--- src/sv/mvs_pkg.sv ---
// ----------------------------------------------------------------------------
// mvs_pkg
// Shared types and constants of the multichannel volume scaler.
// ----------------------------------------------------------------------------
`default_nettype none

package mvs_pkg;

  localparam int unsigned MAX_CHANNELS    = 8;
  localparam int unsigned CHAN_W          = $clog2(MAX_CHANNELS);
  localparam int unsigned SAMPLE_W        = 16;
  localparam int unsigned GAIN_W          = 16;
  localparam int unsigned LAYOUT_W        = 2;
  localparam int unsigned QUEUE_DEPTH_DEF = 2;
  localparam int unsigned PADDR_W         = 3;
  localparam int unsigned PDATA_W         = 32;

  localparam logic [GAIN_W-1:0] UNITY_GAIN = 16'd32768;

  typedef enum logic [LAYOUT_W-1:0] {
    LAYOUT_MONO    = 2'd0,
    LAYOUT_STEREO  = 2'd1,
    LAYOUT_EIGHT   = 2'd2,
    LAYOUT_EIGHT_STD = 2'd3
  } layout_t;

  localparam layout_t LAYOUT_RESET = LAYOUT_STEREO;

  typedef enum logic {
    CMD_SAMPLE = 1'b0,
    CMD_VOLUME = 1'b1
  } command_t;

  localparam logic REG_LAYOUT = 1'b0;

  typedef struct packed {
    logic                          en;
    logic [LAYOUT_W-1:0]           layout;
  } cfg_write_t;

  typedef struct packed {
    logic [MAX_CHANNELS-1:0][SAMPLE_W-1:0] samples;
    logic [MAX_CHANNELS-1:0][GAIN_W-1:0]   gains;
    logic [CHAN_W-1:0]                     last_chan;
    logic                                  std_order;
  } frame_entry_t;

  // standard eight channel reorder, its own inverse
  function automatic logic [CHAN_W-1:0] std_map(input logic [CHAN_W-1:0] c);
    logic [CHAN_W-1:0] r;
    begin
      case (c)
        3'd4:    r = 3'd6;
        3'd5:    r = 3'd7;
        3'd6:    r = 3'd4;
        3'd7:    r = 3'd5;
        default: r = c;
      endcase
      return r;
    end
  endfunction

  function automatic logic [CHAN_W-1:0] layout_last(input logic [LAYOUT_W-1:0] l);
    logic [CHAN_W-1:0] r;
    begin
      case (l)
        LAYOUT_MONO:   r = 3'd0;
        LAYOUT_STEREO: r = 3'd1;
        default:       r = CHAN_W'(MAX_CHANNELS - 1);
      endcase
      return r;
    end
  endfunction

endpackage

`default_nettype wire

--- src/sv/mvs_front.sv ---
// ----------------------------------------------------------------------------
// mvs_front
// Accepts transactions, keeps layout, gains and the partial frame, and
// pushes a complete frame snapshot into the frame queue.
// ----------------------------------------------------------------------------
`default_nettype none

module mvs_front (
  input  wire logic                         clk,
  input  wire logic                         rst,
  input  wire mvs_pkg::cfg_write_t          cfg_wr,
  output logic [mvs_pkg::LAYOUT_W-1:0]      layout,
  input  wire logic                         in_valid,
  output logic                              in_ready,
  input  wire logic                         command,
  input  wire logic signed [15:0]           sample_in,
  input  wire logic [2:0]                   volume_slot,
  input  wire logic [15:0]                  volume_value,
  input  wire logic                         q_full,
  output logic                              q_push,
  output mvs_pkg::frame_entry_t             q_data
);
  import mvs_pkg::*;

  logic [MAX_CHANNELS-1:0][GAIN_W-1:0]   gains;
  logic [MAX_CHANNELS-1:0][SAMPLE_W-1:0] store;
  logic [CHAN_W-1:0]                     fill;
  logic [CHAN_W-1:0]                     last_chan;
  logic                                  is_std;
  logic                                  accept;
  logic                                  is_sample;
  logic                                  completes;
  logic [CHAN_W-1:0]                     vol_chan;

  assign in_ready  = !q_full;
  assign accept    = in_valid && in_ready;
  assign is_sample = (command == CMD_SAMPLE);
  assign last_chan = layout_last(layout);
  assign is_std    = (layout == LAYOUT_EIGHT_STD);
  assign completes = (fill == last_chan);
  assign vol_chan  = is_std ? std_map(volume_slot) : volume_slot;
  assign q_push    = accept && is_sample && completes;

  always_comb begin
    q_data.samples       = store;
    q_data.samples[fill] = sample_in;
    q_data.gains         = gains;
    q_data.last_chan     = last_chan;
    q_data.std_order     = is_std;
  end

  always_ff @(posedge clk) begin
    if (rst) begin
      layout <= LAYOUT_RESET;
      fill   <= '0;
      for (int i = 0; i < MAX_CHANNELS; i++) begin
        gains[i] <= UNITY_GAIN;
      end
    end else if (cfg_wr.en) begin
      layout <= cfg_wr.layout;
      fill   <= '0;
    end else if (accept) begin
      if (is_sample) begin
        fill <= completes ? '0 : fill + 1'b1;
      end else if (vol_chan <= last_chan) begin
        gains[vol_chan] <= volume_value;
      end
    end
  end

  always_ff @(posedge clk) begin
    if (accept && is_sample) begin
      store[fill] <= sample_in;
    end
  end

endmodule

`default_nettype wire

--- src/sv/mvs_frame_queue.sv ---
// ----------------------------------------------------------------------------
// mvs_frame_queue
// Short queue of complete frame snapshots between front and back.
// ----------------------------------------------------------------------------
`default_nettype none

module mvs_frame_queue #(
  parameter int unsigned QUEUE_DEPTH = mvs_pkg::QUEUE_DEPTH_DEF
) (
  input  wire logic                  clk,
  input  wire logic                  rst,
  input  wire logic                  push,
  input  wire mvs_pkg::frame_entry_t push_data,
  output logic                       full,
  input  wire logic                  pop,
  output logic                       head_valid,
  output mvs_pkg::frame_entry_t      head_data
);
  import mvs_pkg::*;

  localparam int unsigned PTR_W = (QUEUE_DEPTH > 1) ? $clog2(QUEUE_DEPTH) : 1;
  localparam int unsigned CNT_W = $clog2(QUEUE_DEPTH + 1);

  frame_entry_t     entries [QUEUE_DEPTH];
  logic [PTR_W-1:0] wr_ptr;
  logic [PTR_W-1:0] rd_ptr;
  logic [CNT_W-1:0] count;

  assign full       = (count == CNT_W'(QUEUE_DEPTH));
  assign head_valid = (count != '0);
  assign head_data  = entries[rd_ptr];

  always_ff @(posedge clk) begin
    if (rst) begin
      wr_ptr <= '0;
      rd_ptr <= '0;
      count  <= '0;
    end else begin
      if (push) begin
        wr_ptr <= (wr_ptr == PTR_W'(QUEUE_DEPTH - 1)) ? '0 : wr_ptr + 1'b1;
      end
      if (pop) begin
        rd_ptr <= (rd_ptr == PTR_W'(QUEUE_DEPTH - 1)) ? '0 : rd_ptr + 1'b1;
      end
      if (push && !pop) begin
        count <= count + 1'b1;
      end else if (pop && !push) begin
        count <= count - 1'b1;
      end
    end
  end

  always_ff @(posedge clk) begin
    if (push) begin
      entries[wr_ptr] <= push_data;
    end
  end

endmodule

`default_nettype wire

--- src/sv/mvs_back.sv ---
// ----------------------------------------------------------------------------
// mvs_back
// Walks the channels of the head frame, multiplies by the gain, scales by
// 1/32768 toward zero and saturates into the output register.
// ----------------------------------------------------------------------------
`default_nettype none

module mvs_back (
  input  wire logic                  clk,
  input  wire logic                  rst,
  input  wire logic                  head_valid,
  input  wire mvs_pkg::frame_entry_t head_data,
  output logic                       pop,
  output logic                       out_valid,
  input  wire logic                  out_ready,
  output logic signed [15:0]         sample_out,
  output logic [2:0]                 out_channel,
  output logic                       frame_last
);
  import mvs_pkg::*;

  localparam int unsigned PROD_W = SAMPLE_W + GAIN_W + 1;
  localparam int unsigned QUO_W  = PROD_W - 15;

  logic [CHAN_W-1:0]        chan;
  logic [CHAN_W-1:0]        src;
  logic                     out_adv;
  logic                     issue;
  logic                     is_last;

  logic                     p_valid;
  logic signed [PROD_W-1:0] p_prod;
  logic [CHAN_W-1:0]        p_chan;
  logic                     p_last;

  logic signed [PROD_W-1:0] biased;
  logic signed [QUO_W-1:0]  quo;
  logic signed [15:0]       sat;

  assign out_adv = !out_valid || out_ready;
  assign issue   = head_valid && (!p_valid || out_adv);
  assign is_last = (chan == head_data.last_chan);
  assign pop     = issue && is_last;
  assign src     = head_data.std_order ? std_map(chan) : chan;

  // truncation toward zero: bias negative products before the shift
  assign biased = p_prod + (p_prod[PROD_W-1] ? PROD_W'(32767) : PROD_W'(0));
  assign quo    = biased[PROD_W-1:15];

  always_comb begin
    if (quo > QUO_W'(32767)) begin
      sat = 16'sd32767;
    end else if (quo < -QUO_W'(32768)) begin
      sat = -16'sd32768;
    end else begin
      sat = quo[15:0];
    end
  end

  always_ff @(posedge clk) begin
    if (rst) begin
      chan      <= '0;
      p_valid   <= 1'b0;
      out_valid <= 1'b0;
    end else begin
      if (issue) begin
        chan <= is_last ? '0 : chan + 1'b1;
      end
      if (issue) begin
        p_valid <= 1'b1;
      end else if (out_adv) begin
        p_valid <= 1'b0;
      end
      if (out_adv) begin
        out_valid <= p_valid;
      end
    end
  end

  always_ff @(posedge clk) begin
    if (issue) begin
      p_prod <= $signed(head_data.samples[src]) * $signed({1'b0, head_data.gains[chan]});
      p_chan <= chan;
      p_last <= is_last;
    end
    if (out_adv && p_valid) begin
      sample_out  <= sat;
      out_channel <= p_chan;
      frame_last  <= p_last;
    end
  end

endmodule

`default_nettype wire

--- src/sv/multichannel_volume_scaler.sv ---
// ----------------------------------------------------------------------------
// multichannel_volume_scaler
// Collects interleaved pcm frames, applies per-channel gain with saturation.
//
//   channel   signals                                    role
//   input     in_valid/in_ready, command, sample_in,     sample or volume write
//             volume_slot, volume_value
//   output    out_valid/out_ready, sample_out,           one scaled channel
//             out_channel, frame_last
//   config    psel/penable/pwrite/paddr/pwdata/prdata    channel_layout at 0x0
//
// one input transaction per cycle while the frame queue has room
// a frame of n channels leaves as n output transactions, one per cycle
// while out_ready holds, via the product and output registers (multiply,
// then scale), the back end issuing one per cycle on its single multiplier
// reset: synchronous, layout stereo, every gain unity, no partial frame
// ----------------------------------------------------------------------------
`default_nettype none

module multichannel_volume_scaler #(
  parameter int unsigned QUEUE_DEPTH = mvs_pkg::QUEUE_DEPTH_DEF
) (
  input  wire logic                         clk,
  input  wire logic                         rst,
  input  wire logic                         psel,
  input  wire logic                         penable,
  input  wire logic                         pwrite,
  input  wire logic [mvs_pkg::PADDR_W-1:0]  paddr,
  input  wire logic [mvs_pkg::PDATA_W-1:0]  pwdata,
  output logic [mvs_pkg::PDATA_W-1:0]       prdata,
  output logic                              pready,
  input  wire logic                         in_valid,
  output logic                              in_ready,
  input  wire logic                         command,
  input  wire logic signed [15:0]           sample_in,
  input  wire logic [2:0]                   volume_slot,
  input  wire logic [15:0]                  volume_value,
  output logic                              out_valid,
  input  wire logic                         out_ready,
  output logic signed [15:0]                sample_out,
  output logic [2:0]                        out_channel,
  output logic                              frame_last
);
  import mvs_pkg::*;

  cfg_write_t          cfg_wr;
  logic [LAYOUT_W-1:0] layout;
  logic                q_full;
  logic                q_push;
  frame_entry_t        q_push_data;
  logic                q_pop;
  logic                q_head_valid;
  frame_entry_t        q_head_data;
  logic                reg_sel;

  assign pready    = 1'b1;
  assign reg_sel   = paddr[PADDR_W-1];
  assign cfg_wr.en = psel && penable && pwrite && pready && (reg_sel == REG_LAYOUT);
  assign cfg_wr.layout = pwdata[LAYOUT_W-1:0];

  always_comb begin
    prdata = '0;
    if (reg_sel == REG_LAYOUT) begin
      prdata = PDATA_W'(layout);
    end
  end

  mvs_front u_front (
    .clk          (clk),
    .rst          (rst),
    .cfg_wr       (cfg_wr),
    .layout       (layout),
    .in_valid     (in_valid),
    .in_ready     (in_ready),
    .command      (command),
    .sample_in    (sample_in),
    .volume_slot  (volume_slot),
    .volume_value (volume_value),
    .q_full       (q_full),
    .q_push       (q_push),
    .q_data       (q_push_data)
  );

  mvs_frame_queue #(
    .QUEUE_DEPTH (QUEUE_DEPTH)
  ) u_queue (
    .clk        (clk),
    .rst        (rst),
    .push       (q_push),
    .push_data  (q_push_data),
    .full       (q_full),
    .pop        (q_pop),
    .head_valid (q_head_valid),
    .head_data  (q_head_data)
  );

  mvs_back u_back (
    .clk         (clk),
    .rst         (rst),
    .head_valid  (q_head_valid),
    .head_data   (q_head_data),
    .pop         (q_pop),
    .out_valid   (out_valid),
    .out_ready   (out_ready),
    .sample_out  (sample_out),
    .out_channel (out_channel),
    .frame_last  (frame_last)
  );

endmodule

`default_nettype wire
--- config.mk ---
export PLATFORM = sky130hd
export DESIGN_NAME = multichannel_volume_scaler
export DESIGN_NICKNAME = d
export VERILOG_FILES = /design/src/sv/mvs_pkg.sv /design/src/sv/mvs_front.sv /design/src/sv/mvs_frame_queue.sv /design/src/sv/mvs_back.sv /design/src/sv/multichannel_volume_scaler.sv
export SDC_FILE = /design/constraint.sdc
export NUM_CORES = 2
export LEC_CHECK = 0
export BUFFER_PORTS_ARGS = -buffer_cell sky130_fd_sc_hd__clkbuf_2
export CORE_MARGIN = 2
export CORE_UTILIZATION = 55
export CTS_CLUSTER_DIAMETER = 100
export CTS_CLUSTER_SIZE = 25
export DETAILED_ROUTE_END_ITERATION = 7
export PLACE_DENSITY_LB_ADDON = 0.25
export SYNTH_ARGS = -nofsm -noshare
export SYNTH_HDL_FRONTEND = slang
export SYNTH_SLANG_ARGS = --single-unit
--- constraint.sdc ---
create_clock -name clk -period 73.3 [get_ports clk]
set_clock_uncertainty 0.05 [all_clocks]
set_input_delay 3.665 -clock clk [delete_from_list [all_inputs] [get_ports clk]]
set_output_delay 3.665 -clock clk [all_outputs]
set_load 0.005 [all_outputs]
Yosys cells after proc, flatten, opt, wreduce, memory -nomap -nowiden

Memories as Yosys holds them, arrays and structs flattened. A register that Yosys moved wholly into a read port is not among the register bits.
Cells that the tools add are included.

Output and inout port bits: 55
Latch bits: 0
Flip-flop bits (word level): 327
Memory bits (writable): 520
ROM bits: 0
Memories kept: 1
Bits of input ports: 78

Memory list:

| memory          | words | bits a word | rd ports | clocked after memory_dff | write ports | line                  | RTL |
|---|---|---|---|---|---|---|---|
| u_queue.entries | 2     | 260         | 1        | 1                        | 1           | mvs_frame_queue.sv:24 | `frame_entry_t entries [QUEUE_DEPTH];` |

Reduce and logical (&&, ||, !) cells: 27
Order comparisons: 9
Add/subtract/negate cells: 7
Bitwise gates (word level): 3
Equality and inequality tests: 13
Multiply operators: 1
Muxes and demuxes: 30
Shift operators: 0
Div/mod/pow operators: 0

Operators by type and width:

| kind                                                               | number |
|---|---|
| bitwise mux 128 bit                                                | 2 |
| binary-select mux 16 bit (select 3 bit)                            | 2 |
| demux 16 bit (select 3 bit)                                        | 2 |
| 2-to-1 mux 16 bit                                                  | 5 |
| adder 33 bit                                                       | 1 |
| multiplier 16 x 17 -> 33 bit                                       | 1 |
| equality test 3 bit (second input constant)                        | 8 |
| one-hot mux 3 bit (4 select lines)                                 | 2 |
| greater-than comparator 18 x 16 -> 1 bit (second input constant)   | 1 |
| less-than comparator 18 x 16 -> 1 bit (second input constant)      | 1 |
| less-than comparator 3 x 4 -> 1 bit (second input constant)        | 4 |
| 2-to-1 mux 15 bit                                                  | 1 |
| logical AND 1 bit                                                  | 13 |
| 2-to-1 mux 3 bit                                                   | 4 |
| 2-to-1 mux 1 bit                                                   | 8 |
| adder 3 x 1 -> 3 bit (second input constant)                       | 2 |
| equality test 3 bit                                                | 2 |
| greater-or-equal comparator 3 x 1 -> 1 bit (second input constant) | 2 |
| 2-to-1 mux 2 bit                                                   | 3 |
| one-hot mux 3 bit (2 select lines)                                 | 1 |
| nonzero test 2 bit                                                 | 3 |
| zero test 1 bit                                                    | 5 |
| equality test 2 bit (second input constant)                        | 2 |
| AND reduction 4 bit                                                | 1 |
| 10 further kinds                                                   | 14 |

Logic depth before layout (Yosys ltp)

Word-level depth: 9
Depth in mapped cells: 39
Mapped depth without buffers: 31

Hierarchy

A second synthesis with hierarchy kept.

Cells, all modules: 3,075
Area total of the unflattened synthesis: 44,791.7 sq um

Modules (own cells, without submodules):

| module                     | instances | cells each | seq. area each (sq um) | area each (sq um) |
|---|---|---|---|---|
| mvs_frame_queue            | 1         | 831        | 15,715.1               | 19,790.2 |
| mvs_back                   | 1         | 1,430      | 1,811.7                | 13,840.8 |
| mvs_front                  | 1         | 778        | 6,506.2                | 10,892.9 |
| multichannel_volume_scaler | 1         | 36         | 0.0                    | 267.8 |

Worst setup path after synthesis

OpenSTA, ideal clock, no wires.

Path kind: in2reg
Start: in in_valid
End: mem u_queue.entries[0][0] (netlist bit), enable pin
Data arrival time: 27,679 ps
Library setup time: 1,196 ps
Stages on the path: 4
Buffers on the path: 0
Data required time: 72,054 ps
Slack: 44,375 ps
Path through: nand2_1 -> nor2_1 -> o21ai_0 -> nor3_1

Word-level cells in the longest chain between the ends: 5

RTL lines:

| what                                   | line                             | RTL |
|---|---|---|
| from (decl)                            | multichannel_volume_scaler.sv:32 | `input wire logic in_valid,` |
| logical AND 1 bit                      | mvs_front.sv:36                  | `assign accept = in_valid && in_ready;` |
| logical AND 1 bit (2 in a row)         | mvs_front.sv:42                  | `assign q_push = accept && is_sample && completes;` |
| 2-to-1 mux 1 bit                       | mvs_frame_queue.sv:54            | `if (push) begin` |
| 2-to-1 mux 1 bit (implied by the code) | mvs_frame_queue.sv:55            | `entries[wr_ptr] <= push_data;` |
| to (decl)                              | mvs_frame_queue.sv:24            |  |

Every way passes these cells.

Worst setup path after layout

Start: reg u_back.chan[0]
End: reg u_back.p_prod[32], data pin

Word-level cells in the longest chain between the ends: 6
Elaborated cells between the ends (all ways): 11
Those cells by class: mul: 1; eq/ne: 4; mux: 6

RTL lines:

| what                                    | line           | RTL |
|---|---|---|
| from (decl)                             | mvs_back.sv:25 | `logic [CHAN_W-1:0] chan;` |
| from (signal assigned)                  | mvs_back.sv:67 | `chan <= is_last ? '0 : chan + 1'b1;` |
| equality test 3 bit                     | mvs_pkg.sv:52  | `case (c)` |
| one-hot mux 3 bit (4 select lines)      | mvs_pkg.sv:52  |  |
| 2-to-1 mux 3 bit                        | mvs_back.sv:44 | `assign src = head_data.std_order ? std_map(chan) : chan;` |
| binary-select mux 16 bit (select 3 bit) | mvs_back.sv:82 | `p_prod <= $signed(head_data.samples[src]) * $signed({1'b0, head_data.gains[chan]});` |
| 2-to-1 mux 16 bit (implied by the code) | mvs_back.sv:82 |  |
| multiplier 16 x 17 -> 33 bit *          | mvs_back.sv:82 |  |
| to (signal assigned)                    | mvs_back.sv:82 |  |
| to (decl)                               | mvs_back.sv:32 | `logic signed [PROD_W-1:0] p_prod;` |

Mark *: on every way between the ends. The rest lies on a longest branch, timed or not. The select of a mux whose other input is x is not followed.
A chain may end at the register's enable or synchronous reset.

==> key figures <==
STA
  – Min Tclk post-route: 10.24 ns
  – Sum of negative setup slack: 0 ns
  – Slew Viols, Final: 0
  – Worst slew pin tran: 1.21 ns
  – Hold Vio Cnt, Final: 0
  – RSZ-0062 raised after global routing: false
  – Worst rel slew slack: 18.7%
  – Max Freq: 97.7 MHz
  – Final worst-path cycle share: 14.0%
  – Min Hold Slack: 0.401 ns
  – # setup viols final: 0

CTS
  – Skew-Pair Late Insertion Delay: 0.65 ns
  – H-tree depth: 2
  – Clock-pin slew on the worst setup and hold paths: 0.10 ns
  – Cts bufs inserted: 40
  – CTS tree: built
  – Post-CTS setup buffers: 0
  – Maximum clock path buffer count: 3
  – Sink Count: 846
  – Post-CTS Hold Fix Bufs: 0
  – Post-CTS Resized: 0
  – Root buffer cell: clkbuf_16

Finish
  – Layout cell share with drive strength beyond 1: 16.3%
  – Post-route cell area: 44300 um^2
  – N_diodes: 0
  – Area occupied by registers: 24000 um^2
  – Area occupied by multi-input gates: 16200 um^2
  – Area growth, synth to finish: 5.80%
  – Fillers: 5781
  – Non-filler cells, final: 3894
  – Final nets: 3310

Detailed routing
  – Post-route ant nets: 0
  – Post-DR wirelength/cell: 21.3 um
  – Via count: 22300
  – 1st-iter DRT viols: 1616
  – DR vias/cell: 5.73
  – Final WL: 83.0 mm
  – Drt first pass iters: 6
  – Residual DRC: 0

Synth
  – Ys Warns: 0
  – Share of the synthesized area in the top cell type: 50.4%
  – Post-synth top flop: edfxtp_1
  – Flops & latches, synth: 846
  – Fraction of registers with async set or reset after synthesis: 0%
  – Syn Area/Cell: 14.6 um^2
  – Post-synthesis instance total: 2872
  – Post-synth top area cell: edfxtp_1
  – Top cell types by occurrence after synthesis: edfxtp_1, inv_1, nor2_1, nand2_1, fa_1
  – Synth area leaders: edfxtp_1, fa_1, mux4_2
  – Mapped cell area: 41900 um^2
  – Synth cell types: 62
  – Number of flops mapped to enable cells by yosys: 703
  – Seq/Total Area, Yosys: 57.2%
  – Most frequent cell after synthesis: edfxtp_1

Global route
  – Met1 Usage GRT: 28.8%
  – Grt ovf: 0
  – Most used routing layer: met2
  – Met3 Use GR: 3.19%
  – Largest net degree at the start of global routing: 83
  – GRT Overall Usage: 21.5%
  – Initial antenna violation count: 4
  – First-pass GRT wire length: 130 mm
  – Number of global-route vias before repair: 23400
  – Met2 Resource Use GR: 37.2%

Placement
  – Port Buf Inserts: 69
  – Gpl congestion: 0.866
  – Hpwl dp: 52.9 mm
  – Placed Area: 43100 um^2
  – # placed instances: 3828

Status
  – Outcome: finished, final reports clean

Floorplan
  – Core ar.: 75700 um^2
  – Initial core utilization: 55.4%
  – Die Height: 280 um
  – IO Count: 133
  – DIE WIDTH: 280 um
  – Full die area: 78400 um^2
  – Row count: 101

Setup path
  – Most frequent CP cell: fa_1
  – CP max-delay cell: mux2i_2
  – Setup crit start kind: register
  – R2R setup slack: 63.06 ns
  – Req. time, crit path: 73.58 ns
  – CP max stage delay: 0.85 ns
  – Crit path max-delay family: adder cells
  – Crit Path Class: reg2reg
  – Reg2reg end: u_back.p_prod[32]
  – Reg2reg start: u_back.chan[0]
  – Worst reg-to-reg path cell count: 28
  – Max Fanout on Critical Path: 52
  – WP buf/inv: 5
  – CP Capture Type: register
  – Worst EP arrival: 10.52 ns

Min path
  – Worst hold path endpoint: u_queue.entries[1][16]
  – Hold path cells: 0
  – Min-delay worst type: reg2reg
  – Hold Startpoint: u_front.q_data[16]

Flow run
  – Max Cap Viol: 0
## worst max path at each step
stage	from	cells after the start	slack, ns	end
floorplan	in_valid	4	44.38	u_queue.entries[0][0]
global placement	u_back.chan[0]	30	63.26	u_back.p_prod[32]
detailed placement	u_back.chan[0]	28	63.04	u_back.p_prod[32]
CTS	u_back.chan[0]	28	62.97	u_back.p_prod[32]
global route	u_back.chan[0]	28	62.39	u_back.p_prod[32]
finish	u_back.chan[0]	28	63.06	u_back.p_prod[32]
## layout by cell type (no fill, tap or decap), types with 26 or more instances in the layout
master and count:
conb_1 31, edfxtp_1 703, ha_1 146, o21ai_0 37
and2_1 50, clkbuf_2 68, fa_1 194, clkbuf_16 40
mux2_2 135, nand2_1 198, xnor2_1 26, nor2_1 238
inv_1 272, buf_4 45, mux2i_1 148, a21oi_1 46
mux4_2 137, dfxtp_1 140
## area by class of cell
cell class,count,area share (%)
Sequential cell,846,54.1
Multi-Input combinational cell,1618,36.6
Tap cell,978,2.76
Clock buffer,60,2.43
Inverter,273,2.31
Timing Repair Buffer,113,1.53
Clock inverter,6,0.254
## flip-flops by register name, indices dropped and copies added, names as in the netlist, 2 cells and up, named ones only
signal	flops
u_back.p_chan	3
u_queue.entries	518
u_front.q_data	128
u_back.p_prod	33
u_front.layout	2
u_queue.count	2
u_back.chan	3
u_back.sample_out	16
u_front.store	128
u_back.out_channel	3
u_front.fill	3
## cell families after synthesis
group	Yosys count	synth area share, %
muxes	426	14.7
other	2	0.0179
DFF	846	57.2
buffers and inverters	437	4.57
xor gates and xnor gates	46	0.961
adders and majority gates	340	13.6
AOI/OAI and AO/OA	155	2.30
and+or+nand+nor	620	6.57
## routing by layer
layer | vias to the layer above | wire length [um]
met5 | - | 37
met4 | 6 | 1960
met3 | 133 | 5160
met2 | 624 | 41200
met1 | 11400 | 34600
li1 | 10100 | -
## per-stage QoR
step	utilization, %	worst slack (ns)
floorplan	-	44.38
global placement	57.0	63.26
detailed placement	57.0	63.04
CTS	58.6	62.97
global route	58.6	62.39
finish	58.6	63.06
Power is left out: the tool's default activity adds up to more than one toggle a clock period on the data nets, which glitch-free logic cannot reach.
